--- src/vzd_pkg.sv ---
// Shared types and constants for the varint zigzag decoder.
`default_nettype none

package vzd_pkg;

    // Default for the longest varint accepted.
    localparam int MAX_BYTES_DEFAULT = 10;

    // Fixed field widths.
    localparam int BYTE_W       = 8;
    localparam int VALUE_W      = 64;
    localparam int BYTE_COUNT_W = 4;
    localparam int MODE_W       = 2;
    localparam int SHIFT_W      = 6;

    // Each byte carries seven payload bits under a continuation flag.
    localparam int PAYLOAD_W    = 7;
    localparam int CONT_BIT     = 7;

    // Zigzag mode register codes.
    typedef enum logic [MODE_W-1:0] {
        MODE_PLAIN    = 2'd0,
        MODE_ZIGZAG32 = 2'd1,
        MODE_ZIGZAG64 = 2'd2
    } zigzag_mode_t;

endpackage : vzd_pkg

`default_nettype wire

--- src/vzd_unzig.sv ---
// Zigzag decode of a completed varint value, selected by the mode register.
`default_nettype none

module vzd_unzig
    import vzd_pkg::*;
(
    input  wire logic [MODE_W-1:0]  mode,
    input  wire logic [VALUE_W-1:0] value_in,
    output logic      [VALUE_W-1:0] value_out
);

    logic [31:0] word_lo;
    logic [31:0] dec32;
    logic [VALUE_W-1:0] dec64;

    // Both decodes are built in parallel; the mode picks one.
    always_comb begin
        word_lo = value_in[31:0];
        dec32   = {1'b0, word_lo[31:1]} ^ {32{word_lo[0]}};
        dec64   = {1'b0, value_in[VALUE_W-1:1]} ^ {VALUE_W{value_in[0]}};
    end

    // Unused mode code falls back to plain unsigned.
    always_comb begin
        unique case (mode)
            MODE_ZIGZAG32: value_out = {{(VALUE_W-32){dec32[31]}}, dec32};
            MODE_ZIGZAG64: value_out = dec64;
            default:       value_out = value_in;
        endcase
    end

endmodule : vzd_unzig

`default_nettype wire

--- src/varint_zigzag_decoder_core.sv ---
// Top level of the base-128 varint decoder with optional zigzag decoding.
//
// The core takes one encoded byte per transaction and accepts a new byte in
// every clock cycle unless a held result waits for m_ready. Each byte's seven
// payload bits are merged into a 64-bit accumulator in the same cycle it is
// accepted; a byte with bit 7 clear closes the varint, and its decoded value,
// byte count and an overlong flag of zero are loaded into the result register,
// which drives the m_ port. MAX_BYTES continuing bytes in a row give a result
// with value zero, byte count MAX_BYTES and the overlong flag set, after which a
// new varint starts. Payload bits above bit 63 are dropped. The zigzag mode
// register (0 plain, 1 32-bit zigzag sign-extended, 2 64-bit zigzag, 3 acts as
// plain) is sampled when a varint completes and should only be written while the
// core is idle. The single result register frees the input side whenever it is
// empty or being drained, so throughput is one byte per cycle with no stall
// unless m_ready is held low.
`default_nettype none

module varint_zigzag_decoder_core
    import vzd_pkg::*;
#(
    parameter int MAX_BYTES = MAX_BYTES_DEFAULT
) (
    input  wire logic                    aclk,
    input  wire logic                    aresetn,

    input  wire logic                    cfg_valid,
    output logic                         cfg_ready,
    input  wire logic [MODE_W-1:0]       cfg_zigzag_mode,

    input  wire logic                    s_valid,
    output logic                         s_ready,
    input  wire logic [BYTE_W-1:0]       s_byte_in,

    output logic                         m_valid,
    input  wire logic                    m_ready,
    output logic [VALUE_W-1:0]           m_value,
    output logic [BYTE_COUNT_W-1:0]      m_byte_count,
    output logic                         m_overlong
);

    localparam int CNT_W = $clog2(MAX_BYTES + 1);

    logic [MODE_W-1:0]        mode_reg;
    logic [VALUE_W-1:0]       acc_reg, acc_next;
    logic [CNT_W-1:0]         cnt_reg;
    logic [CNT_W-1:0]         cnt_plus;
    logic [SHIFT_W-1:0]       shamt;
    logic [VALUE_W-1:0]       payload_ext;
    logic [VALUE_W-1:0]       unzig_value;
    logic                     in_xfer;
    logic                     cont;
    logic                     ends_normal;
    logic                     ends_overlong;

    logic                     m_valid_reg;
    logic [VALUE_W-1:0]       m_value_reg;
    logic [BYTE_COUNT_W-1:0]  m_byte_count_reg;
    logic                     m_overlong_reg;

    // The register port never stalls.
    assign cfg_ready = 1'b1;

    always_ff @(posedge aclk) begin
        if (!aresetn) begin
            mode_reg <= MODE_PLAIN;
        end else if (cfg_valid) begin
            mode_reg <= cfg_zigzag_mode;
        end
    end

    // Input is free whenever the result register is empty or being drained.
    assign s_ready = !m_valid_reg || m_ready;
    assign in_xfer = s_valid && s_ready;

    // Merge the new payload group at bit 7 * (byte index).
    always_comb begin
        shamt         = SHIFT_W'(cnt_reg) * SHIFT_W'(PAYLOAD_W);
        payload_ext   = {{(VALUE_W-PAYLOAD_W){1'b0}}, s_byte_in[PAYLOAD_W-1:0]};
        acc_next      = acc_reg | (payload_ext << shamt);
        cnt_plus      = cnt_reg + CNT_W'(1);
        cont          = s_byte_in[CONT_BIT];
        ends_normal   = !cont;
        ends_overlong = cont && (cnt_plus == CNT_W'(MAX_BYTES));
    end

    vzd_unzig u_unzig (
        .mode      (mode_reg),
        .value_in  (acc_next),
        .value_out (unzig_value)
    );

    // Accumulator and byte counter; both clear when a varint closes.
    always_ff @(posedge aclk) begin
        if (!aresetn) begin
            acc_reg <= '0;
            cnt_reg <= '0;
        end else if (in_xfer) begin
            if (ends_normal || ends_overlong) begin
                acc_reg <= '0;
                cnt_reg <= '0;
            end else begin
                acc_reg <= acc_next;
                cnt_reg <= cnt_plus;
            end
        end
    end

    // Result register: valid is control, the payload loads without reset.
    always_ff @(posedge aclk) begin
        if (!aresetn) begin
            m_valid_reg <= 1'b0;
        end else if (in_xfer && (ends_normal || ends_overlong)) begin
            m_valid_reg <= 1'b1;
        end else if (m_ready) begin
            m_valid_reg <= 1'b0;
        end
    end

    always_ff @(posedge aclk) begin
        if (in_xfer && (ends_normal || ends_overlong)) begin
            m_value_reg      <= ends_overlong ? '0 : unzig_value;
            m_byte_count_reg <= BYTE_COUNT_W'(cnt_plus);
            m_overlong_reg   <= ends_overlong;
        end
    end

    assign m_valid      = m_valid_reg;
    assign m_value      = m_value_reg;
    assign m_byte_count = m_byte_count_reg;
    assign m_overlong   = m_overlong_reg;

endmodule : varint_zigzag_decoder_core

`default_nettype wire

--- config.mk ---
export PLATFORM = sky130hd
export DESIGN_NAME = varint_zigzag_decoder_core
export DESIGN_NICKNAME = d
export VERILOG_FILES = /design/src/vzd_pkg.sv /design/src/vzd_unzig.sv /design/src/varint_zigzag_decoder_core.sv
export SDC_FILE = /design/constraint.sdc
export NUM_CORES = 1
export LEC_CHECK = 0
export BUFFER_PORTS_ARGS = -buffer_cell sky130_fd_sc_hd__buf_2
export CORE_MARGIN = 3
export CORE_UTILIZATION = 42
export CTS_CLUSTER_DIAMETER = 40
export CTS_CLUSTER_SIZE = 25
export DETAILED_ROUTE_END_ITERATION = 10
export PLACE_DENSITY_LB_ADDON = 0.3
export SLEW_MARGIN = 20
export SYNTH_ARGS = -nofsm -noshare
export SYNTH_HDL_FRONTEND = slang
export SYNTH_SLANG_ARGS = --single-unit
--- constraint.sdc ---
create_clock -name aclk -period 7.12 [get_ports aclk]
set_input_delay 0.712 -clock aclk [delete_from_list [all_inputs] [get_ports aclk]]
set_output_delay 0.712 -clock aclk [all_outputs]
set_load 0.02 [all_outputs]
Word-level counts from Yosys, hierarchy flattened

Index checks and enable logic that the tools add are counted.

Logic and storage cells: 29
Output and inout port bits: 72
Input bits: 15
Register bits: 140

Equal/unequal tests: 3
Bitwise logic cells: 3
Reduce and logical (&&, ||, !) cells: 8
Add/subtract/negate cells: 1
Multipliers: 1
Shift-type cells: 1
Muxes and demuxes: 5

Operator list:

| kind                                             | count |
|---|---|
| case mux 64 bit (2 select lines)                 | 1 |
| 2-to-1 mux 64 bit                                | 1 |
| bitwise OR 64 bit                                | 1 |
| left shift 7 x 6 -> 64 bit                       | 1 |
| bitwise XOR 63 x 64 -> 64 bit                    | 1 |
| bitwise XOR 31 x 32 -> 32 bit                    | 1 |
| multiplier 4 x 3 -> 6 bit, second input constant | 1 |
| adder 4 x 1 -> 4 bit, second input constant      | 1 |
| == test 4 bit, second input constant             | 1 |
| 2-to-1 mux 4 bit                                 | 1 |
| logical AND 1 bit                                | 3 |
| == test 2 x 1 -> 1 bit, second input constant    | 1 |
| == test 2 bit, second input constant             | 1 |
| logical NOT 1 bit                                | 2 |
| logical OR 1 bit                                 | 2 |
| 2-to-1 mux 1 bit                                 | 2 |
| nonzero test 2 bit                               | 1 |

Depth between registers and ports, before layout

Depth in word-level cells: 6
Gate-level depth with buffers: 16
Gate-level depth less buffers: 12

Hierarchy

A second synthesis with hierarchy kept.

Cells, all modules: 900
Area total of the unflattened synthesis: 8343.0 µm²

Modules (own cells, without submodules):

| module                     | seq. area each (µm²) | area each (µm²) | cells each | instances |
|---|---|---|---|---|
| varint_zigzag_decoder_core | 3493.4               | 6431.2          | 606        | 1 |
| vzd_unzig                  | 0.0                  | 1911.8          | 294        | 1 |

Worst setup path after synthesis

No wires, ideal clock.

Kind: input-to-reg
Start point: input port m_ready
End point: register acc_reg[50]
Library setup time: 0.132 ns
Buffers on the path: 2
Stages on the path: 7
Data required time: 6.988 ns
Slack: 1.419 ns
Arrival: 5.569 ns
Cells stage by stage: nand2b_1 -> nand2_1 -> a21oi_1 -> nand2b_1 -> buf_2 -> buf_1 -> nor3_1

Longest elaborated chain between the ends: 2

RTL lines:

| what                 | line                              | source |
|---|---|---|
| start, declared      | varint_zigzag_decoder_core.sv:35  | `input wire logic m_ready,` |
| logical OR 1 bit     | varint_zigzag_decoder_core.sv:72  | `assign s_ready = !m_valid_reg \|\| m_ready;` |
| logical AND 1 bit    | varint_zigzag_decoder_core.sv:73  | `assign in_xfer = s_valid && s_ready;` |
| end signal, assigned | varint_zigzag_decoder_core.sv:102 | `acc_reg <= acc_next;` |
| end, declared        | varint_zigzag_decoder_core.sv:44  | `logic [VALUE_W-1:0] acc_reg, acc_next;` |

Every way passes these cells.
A chain may end at the register's enable or synchronous reset.

Worst setup path in the final report

Start point: register cnt_reg[0]
End point: register m_value_reg[19] (netlist: m_value[19]), data pin

Elaborated cells between the ends (all ways): 9
Classes of those cells: 1 x add/sub; 1 x mul; 1 x eq/ne; 1 x shift; 1 x mux; 3 x bitwise; 1 x reduce/logical

RTL lines:

| what                   | line                              | source |
|---|---|---|
| start, declared        | varint_zigzag_decoder_core.sv:45  | `logic [CNT_W-1:0] cnt_reg;` |
| start signal, assigned | varint_zigzag_decoder_core.sv:103 | `cnt_reg <= cnt_plus;` |
| adder 4 x 1 -> 4 bit   | varint_zigzag_decoder_core.sv:80  | `cnt_plus = cnt_reg + CNT_W'(1);` |
| net cnt_plus[0]        | varint_zigzag_decoder_core.sv:46  | `logic [CNT_W-1:0] cnt_plus;` |
| == test 4 bit          | varint_zigzag_decoder_core.sv:83  | `ends_overlong = cont && (cnt_plus == CNT_W'(MAX_BYTES));` |
| logical AND 1 bit      | varint_zigzag_decoder_core.sv:83  |  |
| end signal, assigned   | varint_zigzag_decoder_core.sv:121 | `m_value_reg <= ends_overlong ? '0 : unzig_value;` |
| end, declared          | varint_zigzag_decoder_core.sv:56  | `logic [VALUE_W-1:0] m_value_reg;` |

The timed path passes the listed nets, and every way through them passes these cells.

==> key figures <==
Place
  • DP HPWL: 14560 um
  • Pre-CTS setup slack: 2368 ps
  • Placed Area: 8322 sq um
  • Inst Count DP: 1053
  • I/O Buffers: 85
  • RD Place Congestion: 0.9417

Timing
  • Fmax: 0.2087 GHz
  • Rel. slew slack: 0.3060
  • Crit path time final: 4793 ps
  • PnR worst setup slack: 2327 ps
  • Setup_tns: 0 ps
  • RSZ-0062 raised after global routing: false
  • Final hold vios: 0
  • Hold slack: 465.9 ps
  • Period utilisation layout: 0.6731
  • Actual slew at the worst max-slew pin: 1035 ps
  • Skew final: 9.397 ps
  • Slew Viols, Final: 0
  • Setup Viol. Count Final: 0

Logic synthesis
  • Synth top area cells: edfxtp_1 27%, dfxtp_1 18%, xnor2_1 4.5%
  • Post-Syn Area per Cell: 9.949 sq um
  • Largest family of logic cells by synthesized area: compound AO/OA/AOI/OAI gates
  • Netlist cell types: 90
  • Post-Syn Area: 7800 sq um
  • Post-Syn Nets: 812
  • FFs w/ async S/R, synth: 0
  • Post-synthesis xor/xnor area fraction: 0.04909
  • Number of flops mapped to enable cells by yosys: 69
  • Top-count cell post-synth: nor2_1
  • Yosys reg bits: 140
  • Cell taking the most area after synthesis: edfxtp_1
  • Seq/Total Area, Yosys: 0.4479
  • Multiplexer share of the synthesized area: 0.05005
  • Post-Synth Simple-Gate Area: 0.1489
  • Yosys warnings: 0
  • Ys flop type: dfxtp_1
  • Adder-cell share of the synthesized area: 0.02470
  • Fraction of the mapped netlist area in compound gates: 0.2291
  • Post-synth top cells: 85 x nor2_1, 71 x dfxtp_1, 69 x edfxtp_1
  • Cells after Synth: 784
  • Post-synth top area share: 0.2656

Power and ir drop
  • Pwr Density: 263.8 nW/um^2
  • Worst vdd ir: 0.0001724 V
  • Leak: 0.003277 uW

Die
  • Row count: 49
  • Core area: 18090 sq um
  • Die Footprint: 20240 sq um
  • IO Count: 87
  • Die height: 142.3 um
  • Die W: 142.3 um
  • Starting Density: 0.4313

Worst setup path
  • CP Class: flip-flop to flip-flop
  • Worst reg2reg path startpoint: cnt_reg[0]$_SDFFE_PN0P_
  • Critical Path Start: cnt_reg[0]$_SDFFE_PN0P_
  • CP arrival: 5040 ps
  • CP Data Required Time: 7360 ps
  • Critical Path End Type: flip-flop
  • Worst-path fanout max: 19
  • CP Launch Type: flip-flop

Detailed routing
  • Final WL: 21880 um
  • DR vias/cell: 6.042
  • Initial DRC count: 793
  • DR DRC count: 0
  • Via count: 6556
  • Wire length per cell: 20.16 um
  • Final antenna-violating net count: 0
  • 1st-pass router iterations: 7

Min path
  • Worst hold path type: flip-flop to flip-flop
  • Hold Path Origin: acc_reg[42]$_SDFFE_PN0P_

Finish
  • Antenna diodes: 0
  • Ratio of cells with drive above 1 in the final layout: 0.2126
  • Non-filler cells, final: 1085
  • Area occupied by multi-input gates: 3933 sq um
  • Design Area, Final: 8949 sq um
  • Register area: 3493 sq um
  • Layout area overhead: 14.73%
  • Fin nets: 871
  • Fillcell total: 1680

Clocking
  • H-tree levels: 4
  • CTS Hold Bufs: 0
  • Clock Path Buffers: 2
  • Clock buffer count from CTS: 17
  • Worst-path clk slew: 60 ps
  • CTS tree: done
  • Post_cts resized: 0
  • Worst-Skew Late Latency: 430 ps
  • Sink Count: 140
  • Postcts setup bufs: 0
  • Clk root buf: clkbuf_16

Global route
  • Total GRT Usage: 0.2167
  • Vias in the first global route: 6076
  • First-pass GRT wire length: 34340 um
  • Largest net degree at the start of global routing: 72
  • Grt ovf: 0
  • Initial antenna violation count: 0

Flow run
  • Total of max-cap violations: 0

Run status
  • Status: complete, no violations
[area by class of cell]
cell class	count	share of cell area
clock buffers	21	0.05145
clock inverters	11	0.01860
inverters	31	0.01300
multi-input cells	559	0.4395
flip-flops and latches	140	0.3904
well taps	229	0.03202
repair buffers	94	0.05509
[metrics by stage]
stage | utilization | power, uW
after floorplan | - | 1305
after global placement | 0.4601 | 1421
after detailed placement | 0.4601 | 1425
after CTS | 0.4948 | 2370
after global routing | 0.4948 | 2454
final | 0.4948 | 2361
[logic make-up (layout without fill, tap and decap cells)]
kind of cell / after synthesis / count (layout)
buf+inv: 85 / 157
fa+ha+maj: 13 / 13
mux: 31 / 31
simple gates: 235 / 235
compound gates: 237 / 237
other cells: 1 / 1
xor+xnor: 42 / 42
flops: 140 / 140
[worst paths after layout]
path,to,slack (ps),cells past startpoint
worst min register to register,acc_reg[42]$_SDFFE_PN0P_,470,2
worst max-delay path,m_value[19]$_SDFFCE_PP0P_,2330,13
worst min-delay path,acc_reg[42]$_SDFFE_PN0P_,470,2
worst max register to register,m_value[19]$_SDFFCE_PP0P_,2330,13
[layer usage]
metal	wire length [um]	part of all wire	up-vias	global-route usage
met4	558	0.026	0	0.07071
met3	1581	0.072	36	0.04805
li1	-	-	3060	-
met1	9801	0.45	3186	0.3073
met5	0	0	-	0
met2	9935	0.45	274	0.3299
[cell usage in the layout, fill, tap and decap left out, drive strengths merged, types with 10 or more instances in the layout]
cell and instances:
a211oi 17, a21oi 66, a221oi 13, a31oi 15, and2 12, buf 94
clkbuf 21, dfxtp 71, edfxtp 69, inv 27, mux2 11, mux2i 15
nand2 29, nor2 87, nor3 55, o21ai 21, o22ai 27, o2bb2ai 10
xnor2 41
[report_power, final]
group	total (uW)	internal (uW)	switching, uW
clock network	946	603	343
registers	904	891	12.8
logic	510	178	333
[critical path, cell delays in order, from the launching register on]
cell and delay (ps):
dfxtp_1 330, clkinv_1 240, fa_1 530, inv_1 60, ha_1 170, inv_1 70
fa_1 500, xor2_2 790, a2111oi_4 190, o21a_4 340, nor2_4 560, buf_4 430
nand3_1 190, o221ai_1 190
(Power assumes the default switching activity.)
